--- config.mk ---
export PLATFORM = sky130hd
export DESIGN_NAME = qts_mul
export DESIGN_NICKNAME = d
export VERILOG_FILES = /design/src/hw/rtl/qts_pkg.sv /design/src/hw/rtl/qts_mul.sv
export SDC_FILE = /design/constraint.sdc
export NUM_CORES = 2
export LEC_CHECK = 0
export BUFFER_PORTS_ARGS = -buffer_cell sky130_fd_sc_hd__buf_2
export CAP_MARGIN = 20
export CORE_MARGIN = 2
export CORE_UTILIZATION = 30
export DETAILED_ROUTE_END_ITERATION = 6
export HOLD_SLACK_MARGIN = 0.1
export PLACE_DENSITY = 0.43
export SLEW_MARGIN = 20
export SYNTH_ARGS = -nofsm -noshare
export SYNTH_HDL_FRONTEND = slang
export SYNTH_SLANG_ARGS = --single-unit
--- constraint.sdc ---
create_clock -name clock -period 13.3 [get_ports clock]
set_clock_uncertainty 0.05 [all_clocks]
set_input_delay 1.33 -clock clock [delete_from_list [all_inputs] [get_ports clock]]
set_output_delay 1.33 -clock clock [all_outputs]
set_load 0.01 [all_outputs]
--- src/hw/rtl/qts_pkg.sv ---
// Shared types, constants and helper functions of the quintic trajectory sampler.
package qts_pkg;

   localparam int MAX_SAMPLES = 65536;
   localparam int COEFF_WIDTH = 64;
   localparam int CNT_WIDTH   = $clog2(MAX_SAMPLES) + 1;

   localparam logic signed [63:0] SAT_MAX   = 64'sh7FFF_FFFF_FFFF_FFFF;
   localparam logic signed [63:0] COEFF_LIM = 64'((65'd1 << (COEFF_WIDTH - 1)) - 65'd1);
   localparam logic signed [63:0] OUT_MAX   = 64'sh0000_7FFF_FFFF_FFFF;
   localparam logic signed [63:0] OUT_MIN   = 64'shFFFF_8000_0000_0000;
   localparam logic signed [63:0] U_LIMIT   = 64'sh0000_0000_8000_0000;

   // fraction bits dropped by a multiply, or gained by a divide
   typedef enum logic [2:0] {
      SHIFT_0,
      SHIFT_1,
      SHIFT_16,
      SHIFT_17,
      SHIFT_30
   } shift_type;

   typedef struct packed {
      logic               start;
      logic signed [63:0] x;
      logic [31:0]        y;
      shift_type          sh;
   } unit_req_type;

   typedef struct packed {
      logic               done;
      logic               flag;
      logic signed [63:0] value;
   } unit_rsp_type;

   typedef struct packed {
      logic               flag;
      logic signed [63:0] value;
   } sat_type;

   function automatic logic [4:0] shift_amount(shift_type sh);
      case (sh)
         SHIFT_0:  return 5'd0;
         SHIFT_1:  return 5'd1;
         SHIFT_16: return 5'd16;
         SHIFT_17: return 5'd17;
         SHIFT_30: return 5'd30;
         default:  return 5'd0;
      endcase
   endfunction

   function automatic sat_type sat_add(logic signed [63:0] a, logic signed [63:0] b);
      logic signed [64:0] sum;
      sat_type            r;
      sum = 65'(a) + 65'(b);
      r.flag  = 1'b0;
      r.value = sum[63:0];
      if (sum > 65'(SAT_MAX)) begin
         r.flag  = 1'b1;
         r.value = SAT_MAX;
      end else if (sum < -65'(SAT_MAX)) begin
         r.flag  = 1'b1;
         r.value = -SAT_MAX;
      end
      return r;
   endfunction

   function automatic logic signed [63:0] coeff_clamp(logic signed [63:0] x);
      if (x > COEFF_LIM) return COEFF_LIM;
      if (x < -COEFF_LIM) return -COEFF_LIM;
      return x;
   endfunction

   // weights of D, V0, V1, A0, A1 in b3, b4, b5
   function automatic logic signed [5:0] mix_coef(logic [2:0] k, logic [2:0] j);
      case (k)
         3'd0: begin
            case (j)
               3'd0:    return 6'sd10;
               3'd1:    return -6'sd6;
               3'd2:    return -6'sd4;
               3'd3:    return -6'sd3;
               3'd4:    return 6'sd1;
               default: return 6'sd0;
            endcase
         end
         3'd1: begin
            case (j)
               3'd0:    return -6'sd15;
               3'd1:    return 6'sd8;
               3'd2:    return 6'sd7;
               3'd3:    return 6'sd3;
               3'd4:    return -6'sd2;
               default: return 6'sd0;
            endcase
         end
         3'd2: begin
            case (j)
               3'd0:    return 6'sd6;
               3'd1:    return -6'sd3;
               3'd2:    return -6'sd3;
               3'd3:    return -6'sd1;
               3'd4:    return 6'sd1;
               default: return 6'sd0;
            endcase
         end
         default: return 6'sd0;
      endcase
   endfunction

   // (j+k)! / j!, weight of b[j+k] in the k-th derivative
   function automatic logic [6:0] fall_coef(logic [2:0] j, logic [2:0] k);
      logic [6:0] f;
      f = 7'd1;
      for (int i = 0; i < 4; i++) begin
         if (i < int'(k)) f = 7'(int'(f) * (int'(j) + int'(k) - i));
      end
      return f;
   endfunction

endpackage

--- src/hw/rtl/qts_mul.sv ---
// Shared rounding multiplier: round(|x| * y / 2^s), saturated, one 32x32 product per cycle.
module qts_mul (
   input  logic                 clock,
   input  logic                 reset,
   input  qts_pkg::unit_req_type req,
   output qts_pkg::unit_rsp_type rsp
);

   typedef enum logic [2:0] {
      PH_LO  = 3'b001,
      PH_HI  = 3'b010,
      PH_SUM = 3'b100
   } phase_type;

   phase_type           phase_ff;
   logic                busy_ff;
   logic [63:0]         m_ff;
   logic                neg_ff;
   logic [31:0]         y_ff;
   qts_pkg::shift_type  sh_ff;
   logic [63:0]         lo_ff;
   logic [63:0]         hi_ff;
   qts_pkg::unit_rsp_type rsp_ff;

   logic [31:0] mult_a;
   logic [63:0] prod;
   logic [95:0] full;
   logic [95:0] rnd;
   logic [95:0] shifted;
   logic [4:0]  amt;
   logic        ovf;
   logic [62:0] magn;

   assign mult_a  = (phase_ff == PH_LO) ? m_ff[31:0] : m_ff[63:32];
   assign prod    = mult_a * y_ff;
   assign amt     = qts_pkg::shift_amount(sh_ff);
   assign full    = {hi_ff, 32'd0} + {32'd0, lo_ff};
   assign rnd     = (amt == 5'd0) ? 96'd0 : (96'd1 << 5'(amt - 5'd1));
   assign shifted = (full + rnd) >> amt;
   assign ovf     = |shifted[95:63];
   assign magn    = ovf ? 63'h7FFF_FFFF_FFFF_FFFF : shifted[62:0];

   always_ff @(posedge clock) begin
      if (reset) begin
         busy_ff    <= 1'b0;
         phase_ff   <= PH_LO;
         rsp_ff.done <= 1'b0;
      end else begin
         rsp_ff.done <= 1'b0;
         if (req.start) begin
            m_ff     <= req.x[63] ? 64'(-req.x) : 64'(req.x);
            neg_ff   <= req.x[63];
            y_ff     <= req.y;
            sh_ff    <= req.sh;
            phase_ff <= PH_LO;
            busy_ff  <= 1'b1;
         end else if (busy_ff) begin
            case (phase_ff)
               PH_LO: begin
                  lo_ff    <= prod;
                  phase_ff <= PH_HI;
               end
               PH_HI: begin
                  hi_ff    <= prod;
                  phase_ff <= PH_SUM;
               end
               PH_SUM: begin
                  rsp_ff.value <= neg_ff ? -$signed({1'b0, magn}) : $signed({1'b0, magn});
                  rsp_ff.flag  <= ovf;
                  rsp_ff.done  <= 1'b1;
                  busy_ff      <= 1'b0;
                  phase_ff     <= PH_LO;
               end
               default: phase_ff <= PH_LO;
            endcase
         end
      end
   end

   assign rsp = rsp_ff;

endmodule

==> summary.txt <==
Cell mode on critical path -> fa_1
Hold Path Class -> reg2reg
Fin crit share -> 84.2%
Post-synth ARST share -> 0%
#FFs+latches synth -> 298
# placed instances -> 8,737
Worst slew pin tran -> 1.21 ns
Worst r2r src -> phase_ff[0]
Initial antenna violation count -> 2
RSZ-0062 raised after global routing -> no
WP data required -> 13.74 ns
Placement Setup Slack -> 2.02 ns
Final WL -> 212,000 microns
Clk_lat worst skew -> 0.66 ns
Vias -> 46,100
Initial drt markers -> 3,471
First-pass GRT wire length -> 316,000 microns
Slowest stage cell, crit path -> mux2_2
CTS tree -> built
CTS-repair resized insts -> 0
Clock Tree Root -> clkbuf_16
Area growth syn-to-layout -> 8.75%
Rows -> 158
Critical Path End Type -> flop
Post-synth top flop -> edfxtp_1
Initial Util -> 30.2%
Die area -> 190,000 sq um
Max Buffers Root-to-Sink -> 3
Post-Layout Cell Count -> 8,809
Post-Syn Area -> 56,100 sq um
CP bufs+invs -> 6
R2r endpoint -> hi_ff[63]
GPL Wtd Cong -> 0.948
Dpl hpwl -> 167,000 microns
Failing checks -> DRC
Clock slew at reported path FFs -> 0.06 ns
Chip width -> 436 microns
Post-route DRC violation count -> 1
Final net count -> 7,690
I/O pins -> 168
All-Layer GR Usage -> 22.1%
Buffer count from post-CTS setup fixing -> 0
Layout cells sized above 1 -> 7.28%
Max-cap violations -> 0
Setup violators final -> 0
I/O Buffers -> 167
Max incr delay on CP -> 0.98 ns
Vias in the first global route -> 47,200
EDFF count, synth -> 293
Gr ovfl total -> 0
Antenna diodes -> 0
Max_slew headroom -> 19.4%
Reg2reg setup slack -> 2.10 ns
Core area -> 186,000 sq um
Period minus WS final -> 11.20 ns
Hold_sp -> busy_ff
Count of different cell masters after synthesis -> 104
Hold depth -> 1
Warnings from Yosys -> 0
Post-DRT Antenna Nets -> 0
Cells after synthesis -> 6,301
WHS Endpoint -> phase_ff[2]
Crit-path leading delay family -> adder cells
Post-DR vias/cell -> 5.23
Max Fclk -> 89.3 MHz
Routed length per instance -> 24.1 microns
CP Data Arrival Time -> 11.64 ns
Final Hold Slack -> 0.540 ns
Final hold vios -> 0
Startpoint types -> flop
Crit path depth -> 32
Fin. max-slew vios -> 0
Final worst slack -> 2.10 ns
R2R depth -> 32
Clock sinks -> 298
Die height -> 436 microns
Router iterations before antenna repair -> 7
Critical path class -> reg2reg
Largest fanout on the critical path -> 32
Mapped Avg Cell Area -> 8.90 sq um
Num CTS Buffers -> 39
Sequential area share after synthesis -> 15.9%
Hold-fix buffers, CTS -> 0
Largest net degree at the start of global routing -> 70
Final-layout fill cell count -> 19,500
TNS Setup -> 0 ns
Status -> complete, but fails checks
CTS H-tree depth -> 2
-- layout by cell type, fill, tap and decap left out, types with 67 or more instances in the layout --
cell      count
fa_1        897
o21ai_0     183
buf_4       115
buf_2       167
nand4_1      69
nor2_1      247
edfxtp_1    293
inv_1      1030
nand3_1      76
xnor2_1     151
ha_1        393
a21oi_1     236
and2_1      266
nand2_1    1031
nor3_1       72
a21o_1       67
-- state kept, by name, indices dropped and copies added (netlist names) --
signal	count
busy_ff	1
hi_ff	64
lo_ff	64
m_ff	64
neg_ff	1
phase_ff	3
rsp	66
sh_ff	3
y_ff	32
-- cell type report --
class	count	area, sq um	area share [%]
multi-input combinational	4644	42100	69.0
sequential	298	8900	14.6
inverter	1033	3880	6.36
tap	2480	3100	5.09
timing repair buffer	282	1700	2.79
clock buffer	45	998	1.64
clock inverter	27	304	0.499
-- per-stage QoR --
step	utilization, %	cell area [sq um]
final	32.8	61000
after global routing	32.8	61000
after CTS	32.8	61000
after detailed placement	32.1	59700
after global placement	32.1	59700
after floorplan	-	56200
-- how the worst max path moves through the flow --
| stage | from | end | slack (ns) |
|---|---|---|---|
| 4_1_cts | phase_ff[0] | hi_ff[63] | 1.99 |
| 3_5_place_dp | phase_ff[0] | hi_ff[63] | 2.02 |
| 2_1_floorplan | phase_ff[1] | hi_ff[63] | 3.60 |
| 3_3_place_gp | phase_ff[0] | hi_ff[63] | 2.11 |
| 5_1_grt | phase_ff[0] | hi_ff[63] | 1.47 |
| 6_report | phase_ff[0] | hi_ff[63] | 2.10 |
-- cell families after synthesis --
family                     share of synthesized area, %
xor gates and xnor gates                           3.08
and+or+nand+nor                                    16.9
buffers and inverters                              9.36
other                                           0.00669
adders and majority gates                          40.8
DFF                                                15.9
AOI/OAI and AO/OA                                  12.4
muxes                                              1.50
-- layer usage --
metal,track usage (%),vias up,wire length [microns],part of all wire [%]
met2,37.5,1487,102000,48
met3,2.56,309,10800,5.1
met4,7.15,0,7380,3.5
li1,-,20600,-,-
met1,29.3,23700,91400,43
met5,0,-,0,0
-- worst register-to-register path: cells and delay by family (launching register included) --
kind                       cells  cell delay [ns]
AOI/OAI and AO/OA             10             2.73
and+or+nand+nor                6             1.61
muxes                          1             1.03
adders and majority gates      9             4.41
DFF                            1             0.47
buffers and inverters          6             0.72
-- cell usage after synthesis (29+ instances only) --
master | n | area (sq um)
o211ai_1 | 38 | 285
edfxtp_1 | 293 | 8800
clkbuf_1 | 327 | 1230
fa_1 | 897 | 18000
nand3_1 | 76 | 380
nand2_1 | 1032 | 3870
xnor2_1 | 151 | 1320
nor3_1 | 73 | 365
a21o_1 | 67 | 503
nand4_1 | 69 | 432
nor2_1 | 248 | 931
o21a_1 | 50 | 375
ha_1 | 393 | 4920
or3_1 | 30 | 188
a211oi_1 | 61 | 458
o31ai_1 | 37 | 278
o22ai_1 | 43 | 269
mux2_2 | 48 | 541
and2_1 | 266 | 1660
inv_1 | 1030 | 3870
nor2b_1 | 29 | 181
xor2_1 | 44 | 385
nor4_1 | 33 | 206
a21oi_1 | 236 | 1180
o21ai_0 | 183 | 916
or4_1 | 31 | 233
Power is left out: the tool's default activity adds up to more than one toggle a clock period on the data nets, which glitch-free logic cannot reach.
