## src/hw/rtl/qts_pkg.sv

```systemverilog
// Shared types, constants and helper functions of the quintic trajectory sampler.
package qts_pkg;

   localparam int MAX_SAMPLES = 65536;
   localparam int COEFF_WIDTH = 64;
   localparam int CNT_WIDTH   = $clog2(MAX_SAMPLES) + 1;

   localparam logic signed [63:0] SAT_MAX   = 64'sh7FFF_FFFF_FFFF_FFFF;
   localparam logic signed [63:0] COEFF_LIM = 64'((65'd1 << (COEFF_WIDTH - 1)) - 65'd1);
   localparam logic signed [63:0] OUT_MAX   = 64'sh0000_7FFF_FFFF_FFFF;
   localparam logic signed [63:0] OUT_MIN   = 64'shFFFF_8000_0000_0000;
   localparam logic signed [63:0] U_LIMIT   = 64'sh0000_0000_8000_0000;

   // fraction bits dropped by a multiply, or gained by a divide
   typedef enum logic [2:0] {
      SHIFT_0,
      SHIFT_1,
      SHIFT_16,
      SHIFT_17,
      SHIFT_30
   } shift_type;

   typedef struct packed {
      logic               start;
      logic signed [63:0] x;
      logic [31:0]        y;
      shift_type          sh;
   } unit_req_type;

   typedef struct packed {
      logic               done;
      logic               flag;
      logic signed [63:0] value;
   } unit_rsp_type;

   typedef struct packed {
      logic               flag;
      logic signed [63:0] value;
   } sat_type;

   function automatic logic [4:0] shift_amount(shift_type sh);
      case (sh)
         SHIFT_0:  return 5'd0;
         SHIFT_1:  return 5'd1;
         SHIFT_16: return 5'd16;
         SHIFT_17: return 5'd17;
         SHIFT_30: return 5'd30;
         default:  return 5'd0;
      endcase
   endfunction

   function automatic sat_type sat_add(logic signed [63:0] a, logic signed [63:0] b);
      logic signed [64:0] sum;
      sat_type            r;
      sum = 65'(a) + 65'(b);
      r.flag  = 1'b0;
      r.value = sum[63:0];
      if (sum > 65'(SAT_MAX)) begin
         r.flag  = 1'b1;
         r.value = SAT_MAX;
      end else if (sum < -65'(SAT_MAX)) begin
         r.flag  = 1'b1;
         r.value = -SAT_MAX;
      end
      return r;
   endfunction

   function automatic logic signed [63:0] coeff_clamp(logic signed [63:0] x);
      if (x > COEFF_LIM) return COEFF_LIM;
      if (x < -COEFF_LIM) return -COEFF_LIM;
      return x;
   endfunction

   // weights of D, V0, V1, A0, A1 in b3, b4, b5
   function automatic logic signed [5:0] mix_coef(logic [2:0] k, logic [2:0] j);
      case (k)
         3'd0: begin
            case (j)
               3'd0:    return 6'sd10;
               3'd1:    return -6'sd6;
               3'd2:    return -6'sd4;
               3'd3:    return -6'sd3;
               3'd4:    return 6'sd1;
               default: return 6'sd0;
            endcase
         end
         3'd1: begin
            case (j)
               3'd0:    return -6'sd15;
               3'd1:    return 6'sd8;
               3'd2:    return 6'sd7;
               3'd3:    return 6'sd3;
               3'd4:    return -6'sd2;
               default: return 6'sd0;
            endcase
         end
         3'd2: begin
            case (j)
               3'd0:    return 6'sd6;
               3'd1:    return -6'sd3;
               3'd2:    return -6'sd3;
               3'd3:    return -6'sd1;
               3'd4:    return 6'sd1;
               default: return 6'sd0;
            endcase
         end
         default: return 6'sd0;
      endcase
   endfunction

   // (j+k)! / j!, weight of b[j+k] in the k-th derivative
   function automatic logic [6:0] fall_coef(logic [2:0] j, logic [2:0] k);
      logic [6:0] f;
      f = 7'd1;
      for (int i = 0; i < 4; i++) begin
         if (i < int'(k)) f = 7'(int'(f) * (int'(j) + int'(k) - i));
      end
      return f;
   endfunction

endpackage

```

## src/hw/rtl/qts_div.sv

```systemverilog
// Shared bit-serial divider: round(|x| * 2^s / d), saturated, one quotient bit per cycle.
module qts_div (
   input  logic                 clock,
   input  logic                 reset,
   input  qts_pkg::unit_req_type req,
   output qts_pkg::unit_rsp_type rsp,
   output logic [63:0]          quotient
);

   logic                 busy_ff;
   logic [6:0]           cnt_ff;
   logic [93:0]          dvd_ff;
   logic [93:0]          quo_ff;
   logic [31:0]          rem_ff;
   logic [31:0]          d_ff;
   logic                 neg_ff;
   qts_pkg::unit_rsp_type rsp_ff;

   logic [32:0] trial;
   logic        ge;
   logic [31:0] rem_in;
   logic        ovf_q;
   logic        rup;
   logic [63:0] q1;
   logic        ovf;
   logic [62:0] magn;

   assign trial  = {rem_ff, dvd_ff[93]};
   assign ge     = trial >= {1'b0, d_ff};
   assign rem_in = ge ? 32'(trial - {1'b0, d_ff}) : trial[31:0];

   // rounding: half away from zero on the remainder
   assign ovf_q = |quo_ff[93:63];
   assign rup   = {rem_ff, 1'b0} >= {1'b0, d_ff};
   assign q1    = {1'b0, quo_ff[62:0]} + {63'd0, rup};
   assign ovf   = ovf_q || q1[63];
   assign magn  = ovf ? 63'h7FFF_FFFF_FFFF_FFFF : q1[62:0];

   always_ff @(posedge clock) begin
      if (reset) begin
         busy_ff     <= 1'b0;
         cnt_ff      <= 7'd0;
         rsp_ff.done <= 1'b0;
      end else begin
         rsp_ff.done <= 1'b0;
         if (req.start) begin
            dvd_ff  <= {(req.x[63] ? 64'(-req.x) : 64'(req.x)), 30'd0};
            neg_ff  <= req.x[63];
            d_ff    <= req.y;
            quo_ff  <= 94'd0;
            rem_ff  <= 32'd0;
            cnt_ff  <= 7'(7'd64 + 7'(qts_pkg::shift_amount(req.sh)));
            busy_ff <= 1'b1;
         end else if (busy_ff) begin
            if (cnt_ff != 7'd0) begin
               rem_ff <= rem_in;
               quo_ff <= {quo_ff[92:0], ge};
               dvd_ff <= {dvd_ff[92:0], 1'b0};
               cnt_ff <= 7'(cnt_ff - 7'd1);
            end else begin
               rsp_ff.value <= neg_ff ? -$signed({1'b0, magn}) : $signed({1'b0, magn});
               rsp_ff.flag  <= ovf;
               rsp_ff.done  <= 1'b1;
               busy_ff      <= 1'b0;
            end
         end
      end
   end

   assign rsp      = rsp_ff;
   assign quotient = quo_ff[63:0];

endmodule

```

## config.mk

```make
export PLATFORM = sky130hd
export DESIGN_NAME = qts_div
export DESIGN_NICKNAME = d
export VERILOG_FILES = /design/src/hw/rtl/qts_pkg.sv /design/src/hw/rtl/qts_div.sv
export SDC_FILE = /design/constraint.sdc
export NUM_CORES = 1
export LEC_CHECK = 0
export BUFFER_PORTS_ARGS = -buffer_cell sky130_fd_sc_hd__buf_4
export CAP_MARGIN = 20
export CORE_UTILIZATION = 50
export CTS_BUF_LIST = sky130_fd_sc_hd__clkbuf_16
export DETAILED_ROUTE_END_ITERATION = 16
export PLACE_DENSITY_LB_ADDON = 0.1
export SLEW_MARGIN = 40
export SYNTH_ARGS = -nofsm -noshare
export SYNTH_HDL_FRONTEND = slang
export SYNTH_SLANG_ARGS = --single-unit
```

## constraint.sdc

```tcl
create_clock -name clock -period 12.7 [get_ports clock]
set_input_delay 1.905 -clock clock [delete_from_list [all_inputs] [get_ports clock]]
set_output_delay 1.905 -clock clock [all_outputs]
set_load 0.02 [all_outputs]
```

==> flow_metrics.py, run 1 <==
metrics = {
    "global_routing": {
        "antenna_found_initial": 0,
        "grt_max_degree": 103,
        "grt_pass1_vias": 13900,
        "grt_use_total_pct": 24.3,
        "grt_pass1_wl_um": 74700,
        "grt-ovfl-total": 0,
    },
    "worst_setup_path": {
        "cp_max_fo": 23,
        "start_kind": "flip-flop",
        "required_ps": 12980,
        "criticalPathCategory": "reg2reg",
        "cp-end-kind": "flip-flop",
        "arrival_ps": 7000,
    },
    "power": {
        "ir_drop_v": 0.0000981,
        "leakagePower_nw": 7.94,
        "power.density_mw_per_mm2": 123,
        "p_total_mw": 2.65,
    },
    "place": {
        "dpl.hpwl_um": 33900,
        "port_buffers": 231,
        "gp_congestion": 0.906,
    },
    "route": {
        "via_count": 14900,
        "drc": 0,
        "wire_per_inst_um": 18.5,
        "drtIter0Drc": 928,
        "ant_nets": 0,
        "vias_per_cell": 5.85,
        "first_pass_iters": 5,
        "wirelength_um": 47000,
    },
    "yosys": {
        "synth_nets": 2078,
        "yosysWarnings": 0,
        "synth_edf_count": 288,
        "async_flop_share_pct": 0,
        "synthXorXnorAreaFrac_pct": 7.93,
        "syn-cell-area_mm2": 0.0188,
        "synthMuxAreaShare_pct": 0.533,
        "synth_area_per_cell_um2": 9.70,
        "synth_cells": 1937,
        "yosysSeqAreaShare_pct": 47.0,
        "synth_top_family_by_area": "simple AND/OR/NAND/NOR gates",
        "synth-simple-area-share_pct": 21.7,
        "synthAdderAreaFrac_pct": 2.64,
        "synth_compound_area_share_pct": 14.0,
        "synth-seq-cells": 297,
        "ys_dominant_reg_cell": "edfxtp_1",
        "synth_cell_types": 76,
    },
    "floorplanning": {
        "fp.dieW_um": 196,
        "die_area_mm2": 0.0383,
        "io_pins": 232,
        "initial_core_util_pct": 51.1,
        "core.rowCount": 70,
        "core-area_mm2": 0.0368,
        "fp.dieH_um": 196,
    },
    "timing": {
        "fin_crit_ps": 6720,
        "finClkSkew_ps": 15.6,
        "fin_crit_sh_pct": 52.9,
        "max_freq_mhz": 149,
        "drv_slew": 0,
        "final_hold_viol_count": 0,
        "worst_slew_pin_slew_ps": 827,
        "tns_ps": 0,
        "maxSlewHeadroom_pct": 44.5,
        "setup_violations": 0,
        "rsz0062_at_grt": "false",
    },
    "min_path": {
        "holdCritPathClass": "reg2reg",
    },
    "clocking": {
        "insertion_delay_ps": 560,
        "cts_tree": "done",
        "clkTransAtPathRegs_ps": 60,
        "postCtsSetupBuffers": 0,
        "htreeDepth": 2,
        "clk_root_buffer_cell": "clkbuf_16",
        "holdBufCountCts": 0,
        "clockBufferDepth": 3,
        "cts_resized": 0,
        "clkSinkCount": 297,
        "numCtsBuffers": 34,
    },
    "status": {
        "status": "finished, final reports clean",
    },
    "finish": {
        "fin_nets": 2191,
        "area_growth_pct": 14.7,
        "num_antenna_cells": 0,
        "drive_gt1_share_pct": 15.5,
    },
    "job": {
        "maxCapViolCount": 0,
    },
}
-- placed cells by master (no fill, tap or decap), types with 7 or more instances in the layout --
cell type    n
edfxtp_1   288
buf_4      237
nor2_1     178
nand2_1    164
a21oi_1    126
xor2_1      98
nor2b_1     95
inv_1       83
o21ai_0     73
xnor2_1     72
nand3_1     61
nor4_1      45
nand4_1     44
o31ai_1     42
nor3_1      38
ha_1        38
clkbuf_16   34
or4_1       27
a21o_1      26
or3_1       26
and3_1      19
and4_1      18
o41ai_1     18
a211oi_1    14
o211ai_1    13
nand2b_1    13
and2_1      10
mux2i_1     10
or2_2        9
a31oi_1      9
dfxtp_1      9
a211o_1      8
a22oi_1      7
clkinv_1     7
-- worst max-delay path, stage by stage, from the launching register on --
cell	delay [ps]
edfxtp_1	390
ha_1	400
a21o_1	220
a211oi_1	240
o21ai_0	160
a221oi_1	420
o21ai_0	290
a21oi_1	210
o211ai_1	140
ha_1	250
nand2_1	210
nor4_1	90
buf_4	180
nand2_1	210
o31a_2	460
inv_1	110
nor2_1	150
ha_1	230
inv_1	80
a221oi_1	370
and4_1	400
o2111ai_1	210
or3_1	500
o41ai_1	360
xor2_1	130
-- kinds of logic (layout without fill, tap and decap cells) --
family / after synthesis / after routing
simple gates: 783 / 783
compound gates: 398 / 398
flops: 297 / 297
buf+inv: 240 / 379
xor+xnor: 170 / 170
fa+ha+maj: 39 / 39
mux: 10 / 10
-- metal layers --
| layer | wire length [µm] | global-route usage [%] | vias to the layer above |
|---|---|---|---|
| met5 | 0 | 0 | - |
| met4 | 1130 | 7.18 | 0 |
| li1 | - | - | 7303 |
| met3 | 2950 | 5.38 | 70 |
| met2 | 21600 | 38.8 | 418 |
| met1 | 21300 | 33.2 | 7089 |
-- cell usage after synthesis (all sizes together), types with 15 or more instances --
library cell,count,area [µm²]
nor2,180,676
or4,27,203
a21oi,126,631
and4,18,158
a21o,26,195
o21ai,73,365
inv,72,270
nand3,61,305
xor2,98,858
nand2,164,616
nor2b,95,594
edfxtp,288,8650
a211oi,15,113
nor3,40,210
or3,26,163
clkbuf,81,304
o41ai,22,234
xnor2,72,631
buf,86,582
nor4,47,300
nand4,45,288
and3,19,119
o31ai,42,315
ha,38,475
-- flip-flops by register name, indices dropped and copies added, names as in the netlist --
| name | count |
|---|---|
| d_ff | 32 |
| rem_ff | 32 |
| busy_ff | 1 |
| rsp | 66 |
| quo_ff | 94 |
| dvd_ff | 64 |
| neg_ff | 1 |
| cnt_ff | 7 |
-- path summary, 6_finish.rpt --
check	endpoint	slack [ps]	cells past startpoint	start
worst max-delay path	rsp[60]	5980	24	rem_ff[5]
worst min register to register	cnt_ff[3]	530	2	cnt_ff[3]
worst min-delay path	cnt_ff[3]	530	2	cnt_ff[3]
worst max register to register	rsp[60]	5980	24	rem_ff[5]
-- power by group --
group | switching, mW | internal [mW]
Clock | 0.414 | 0.577
Combinational | 0.268 | 0.187
Sequential | 0.0508 | 1.16
-- cell type report --
| type | count | area (µm²) |
|---|---|---|
| well taps | 468 | 586 |
| fillers | 3204 | 15200 |
| inverters | 73 | 274 |
| multi-input cells | 1400 | 8830 |
| flip-flops and latches | 297 | 8830 |
| clock inverters | 28 | 268 |
| repair buffers | 244 | 1900 |
| clock buffers | 34 | 851 |
-- per-stage QoR --
stage	instance area, µm²	util, %	worst slack, ps	hold slack [ps]	instances
after global routing	21500	58.6	5500	571	2544
final	21500	58.6	5980	530	2544
after detailed placement	20400	55.5	6110	520	2482
after global placement	20300	55.3	6250	506	2480
after floorplan	18800	-	1520	482	1937
after CTS	21500	58.5	6050	531	2544
(Power assumes the default switching activity.)
==> inputs of run 2 (changes only) <==
==> constraint.sdc (replaced) <==
create_clock -name clock -period 7 [get_ports clock]
set_input_delay 1.05 -clock clock [delete_from_list [all_inputs] [get_ports clock]]
set_output_delay 1.05 -clock clock [all_outputs]
set_load 0.02 [all_outputs]
==> flow_metrics.py, run 2 (synthesis results as in run 1) <==
metrics = {
    "finish": {
        "drive_gt1_share_pct": 15.9,
        "final_common_cell": "edfxtp_1",
        "largest_reg_flops": 94,
        "regMostFlops": "quo_ff",
        "area_growth_pct": 14.8,
        "num_antenna_cells": 0,
        "fin_nets": 2195,
        "final_cell_mix": "edfxtp_1, buf_4, nor2_1, nand2_1, a21oi_1",
        "fin_area_mm2": 0.0216,
        "final_util_pct": 58.6,
    },
    "floorplanning": {
        "core.rowCount": 70,
        "fp.dieH_um": 196,
        "initial_core_util_pct": 51.1,
        "core-area_mm2": 0.0368,
        "fp.dieW_um": 196,
        "die_area_mm2": 0.0383,
        "io_pins": 232,
    },
    "power": {
        "power.density_mw_per_mm2": 224,
        "ir_drop_v": 0.000186,
        "leakagePower_nw": 7.93,
    },
    "global_routing": {
        "antenna_found_initial": 0,
        "grt_use_total_pct": 24.3,
        "grt-ovfl-total": 0,
        "grt_max_degree": 121,
        "grt_pass1_vias": 14000,
        "grt_pass1_wl_um": 74400,
    },
    "worst_setup_path": {
        "criticalPathCategory": "reg2reg",
        "r2r_cells": 17,
        "crit_cells": 17,
        "crit_family": "simple AND/OR/NAND/NOR gates",
        "cpMostUsedCell": "ha_1",
        "slowest_stage": "or4_1",
        "required_ps": 7280,
        "cpPeakStageDelay_ps": 760,
        "cp-end-kind": "flip-flop",
        "start_kind": "flip-flop",
        "arrival_ps": 6700,
        "critPathBufInv": 0,
        "worstPathCellList": "ha_1 > nand3_1 > or3_1 > nor3_1 > a21oi_1 > o211ai_1 > ha_1 > ha_1 > and2_1 > a21oi_1 > or3_1 > a2111o_1 > a21o_1 > or4_1 > or4_1 > o41ai_2 > xnor2_1",
        "cp_max_fo": 10,
    },
    "timing": {
        "finClkSkew_ps": 22.6,
        "final_hold_viol_count": 0,
        "maxSlewHeadroom_pct": 42.5,
        "fin_crit_ps": 6420,
        "hold_ws_ps": 538,
        "tns_ps": 0,
        "max_freq_mhz": 156,
        "rsz0062_at_grt": "false",
        "worst_slew_pin_slew_ps": 862,
        "fin_crit_sh_pct": 91.6,
        "setup_violations": 0,
        "drv_slew": 0,
    },
    "clocking": {
        "cts_tree": "done",
        "postCtsSetupBuffers": 0,
        "clockBufferDepth": 3,
        "clkSinkCount": 297,
        "cts_resized": 0,
        "clk_root_buffer_cell": "clkbuf_16",
        "clkTransAtPathRegs_ps": 60,
        "holdBufCountCts": 0,
        "insertion_delay_ps": 550,
        "htreeDepth": 2,
        "numCtsBuffers": 34,
    },
    "job": {
        "maxCapViolCount": 0,
    },
    "route": {
        "wirelength_um": 47500,
        "drc": 0,
        "drtIter0Drc": 1019,
        "vias_per_cell": 5.84,
        "ant_nets": 0,
        "first_pass_iters": 5,
        "wire_per_inst_um": 18.7,
        "via_count": 14900,
    },
    "status": {
        "status": "finished, final reports clean",
    },
    "place": {
        "dpl.hpwl_um": 34300,
        "port_buffers": 231,
        "postPlaceCellArea_mm2": 0.0204,
        "gp_congestion": 0.948,
    },
    "min_path": {
        "holdCritPathClass": "reg2reg",
        "whs_path_depth": 1,
    },
}
==> run 2: final cells by class <==
cell class / count / area (µm²)
Multi-Input combinational cell: 1400 / 8840
Fill cell: 3210 / 15200
Sequential cell: 297 / 8830
Clock inverter: 25 / 265
Inverter: 73 / 274
Clock buffer: 34 / 851
Timing Repair Buffer: 248 / 1910
Tap cell: 468 / 586
==> run 2: path summary, 6_finish.rpt <==
path,start,end,slack [ps]
min,busy_ff,rsp[65],540
max,rem_ff[23],rsp[53],580
min reg2reg,busy_ff,rsp[65],540
max reg2reg,rem_ff[23],rsp[53],580
==> run 2: per-layer routing <==
layer / global-route usage (%) / vias to the layer above / part of all wire (%) / routed length (µm)
li1: - / 7299 / - / -
met1: 32.6 / 7001 / 45 / 21200
met2: 39.3 / 490 / 46 / 21800
met3: 4.90 / 75 / 6.7 / 3200
met4: 8.10 / 0 / 2.7 / 1290
met5: 0 / - / 0 / 0
==> run 2: through the flow <==
stage	setup WS, ps	power (mW)	instances
2_1_floorplan	1190	2.81	1937
3_3_place_gp	802	3.03	2485
3_5_place_dp	635	3.05	2486
4_1_cts	628	4.86	2545
5_1_grt	108	5.02	2545
6_report	585	4.82	2545
==> run 2: power by group <==
| part | internal (mW) | total, mW | leakage, nW | switching (mW) |
|---|---|---|---|---|
| Clock | 1.07 | 1.81 | 0.564 | 0.732 |
| Sequential | 2.10 | 2.19 | 2.79 | 0.0923 |
| Combinational | 0.336 | 0.822 | 4.57 | 0.486 |
| Total | 3.51 | 4.82 | 7.93 | 1.31 |
==> inputs of run 3 (changes only) <==
--- a/config.mk
+++ b/config.mk
@@ -10,7 +10,7 @@
 export CORE_UTILIZATION = 50
 export CTS_BUF_LIST = sky130_fd_sc_hd__clkbuf_16
 export DETAILED_ROUTE_END_ITERATION = 16
-export PLACE_DENSITY_LB_ADDON = 0.1
+export PLACE_DENSITY = 0.77
 export SLEW_MARGIN = 40
 export SYNTH_ARGS = -nofsm -noshare
 export SYNTH_HDL_FRONTEND = slang
==> flow_metrics.py, run 3 (synthesis results as in run 1) <==
metrics = {
    "status": {
        "status": "finished, final reports clean",
    },
    "finish": {
        "largest_reg_flops": 94,
        "fin_nets": 2197,
        "final_cell_mix": "edfxtp_1, buf_4, nor2_1, nand2_1, a21oi_1",
        "final_cells": 2551,
        "fin_area_mm2": 0.0215,
        "drive_gt1_share_pct": 16.2,
        "final_common_cell": "edfxtp_1",
        "regMostFlops": "quo_ff",
        "num_antenna_cells": 0,
        "area_growth_pct": 14.6,
    },
    "floorplanning": {
        "initial_core_util_pct": 51.1,
        "fp.dieH_um": 196,
        "io_pins": 232,
        "core-area_mm2": 0.0368,
        "die_area_mm2": 0.0383,
        "core.rowCount": 70,
        "fp.dieW_um": 196,
    },
    "global_routing": {
        "grt_pass1_vias": 13900,
        "grt_use_total_pct": 24.3,
        "grt_pass1_wl_um": 74600,
        "grt-ovfl-total": 0,
        "grt_max_degree": 112,
        "antenna_found_initial": 0,
    },
    "clocking": {
        "cts_tree": "done",
        "holdBufCountCts": 0,
        "clk_root_buffer_cell": "clkbuf_16",
        "cts_resized": 0,
        "clockBufferDepth": 3,
        "clkTransAtPathRegs_ps": 60,
        "htreeDepth": 2,
        "insertion_delay_ps": 550,
        "numCtsBuffers": 35,
        "postCtsSetupBuffers": 0,
        "clkSinkCount": 297,
    },
    "power": {
        "ir_drop_v": 0.000189,
        "power.density_mw_per_mm2": 222,
        "leakagePower_nw": 7.93,
    },
    "worst_setup_path": {
        "slowest_stage": "or4_1",
        "required_ps": 7280,
        "crit_family": "compound AO/OA/AOI/OAI gates",
        "start_kind": "flip-flop",
        "criticalPathCategory": "reg2reg",
        "timing.rr.start": "rem_ff[5]",
        "reg2reg_slack_ps": 540,
        "r2r_cells": 19,
        "cp-end-kind": "flip-flop",
        "cpMostUsedCell": "ha_1",
        "cp_max_fo": 10,
        "arrival_ps": 6730,
        "r2r_end": "rsp[57]",
        "worstPathCellList": "ha_1 > a21o_1 > a211oi_1 > o21ai_0 > a221oi_1 > o21ai_0 > a21oi_1 > o211ai_1 > ha_1 > ha_1 > nor2_1 > a21oi_1 > or3_1 > a2111o_1 > a21o_1 > or4_1 > or4_4 > o41ai_4 > xor2_1",
        "critPathBufInv": 0,
        "cpPeakStageDelay_ps": 680,
    },
    "timing": {
        "max_freq_mhz": 155,
        "drv_slew": 0,
        "final_hold_viol_count": 0,
        "tns_ps": 0,
        "worst_slew_pin_slew_ps": 806,
        "fin_ws_ps": 545,
        "finClkSkew_ps": 14.3,
        "hold_ws_ps": 526,
        "rsz0062_at_grt": "false",
        "fin_crit_ps": 6460,
        "fin_crit_sh_pct": 92.2,
        "setup_violations": 0,
        "maxSlewHeadroom_pct": 46.3,
    },
    "route": {
        "wire_per_inst_um": 18.5,
        "wirelength_um": 47100,
        "drc": 0,
        "ant_nets": 0,
        "vias_per_cell": 5.89,
        "drtIter0Drc": 1134,
        "via_count": 15000,
        "first_pass_iters": 7,
    },
    "place": {
        "gp_congestion": 0.947,
        "post-place-ws_ps": 505,
        "port_buffers": 231,
        "dpl.hpwl_um": 34200,
        "postPlaceCellArea_mm2": 0.0204,
        "dp_cells": 2487,
    },
    "min_path": {
        "whs_path_depth": 2,
        "whs_endpoint": "cnt_ff[3]",
        "min_from": "cnt_ff[3]",
        "holdCritPathClass": "reg2reg",
    },
    "job": {
        "maxCapViolCount": 0,
    },
}
## run 3: tightest hold or removal path, cell delays in order, from the launching register on
cell and delay, ps:
dfxtp_1 330, nor2_1 110, nor3_1 40
## run 3: power breakdown
group	total, mW	internal, mW	switching (mW)
clock network	1.75	1.01	0.744
registers	2.20	2.10	0.0931
logic	0.826	0.335	0.491
## run 3: metal layers
metal	wire (µm)	vias to the layer above	track usage [%]	share of wire, %
met3	3490	84	5.55	7.4
met1	20600	7114	32.4	44
met5	0	-	0	0
li1	-	7306	-	-
met4	1450	0	8.83	3.1
met2	21600	510	38.8	46
## run 3: worst max-delay path by stage
| stage | from | endpoint | slack, ps | cells past startpoint |
|---|---|---|---|---|
| final | rem_ff[5] | rsp[57] | 540 | 19 |
| after CTS | rem_ff[5] | rsp[57] | 430 | 19 |
| after floorplan | req[99] | rsp[0] | 1190 | 4 |
| after detailed placement | rem_ff[5] | rsp[57] | 500 | 19 |
| after global routing | rem_ff[5] | rsp[41] | 150 | 19 |
| after global placement | rem_ff[5] | rsp[57] | 710 | 19 |
## run 3: stage by stage
| step | total power [mW] | utilization, % |
|---|---|---|
| after global placement | 3.02 | 55.4 |
| final | 4.77 | 58.5 |
| after detailed placement | 3.04 | 55.5 |
| after floorplan | 2.81 | - |
| after CTS | 4.81 | 58.5 |
| after global routing | 4.98 | 58.5 |
## run 3: cell type report
class                      instances  area [µm²]
multi-input combinational       1400        8850
tap                              468         586
clock inverter                    27         180
clock buffer                      37         926
timing repair buffer             249        1890
fill                            3167       15300
sequential                       297        8830
inverter                          73         274
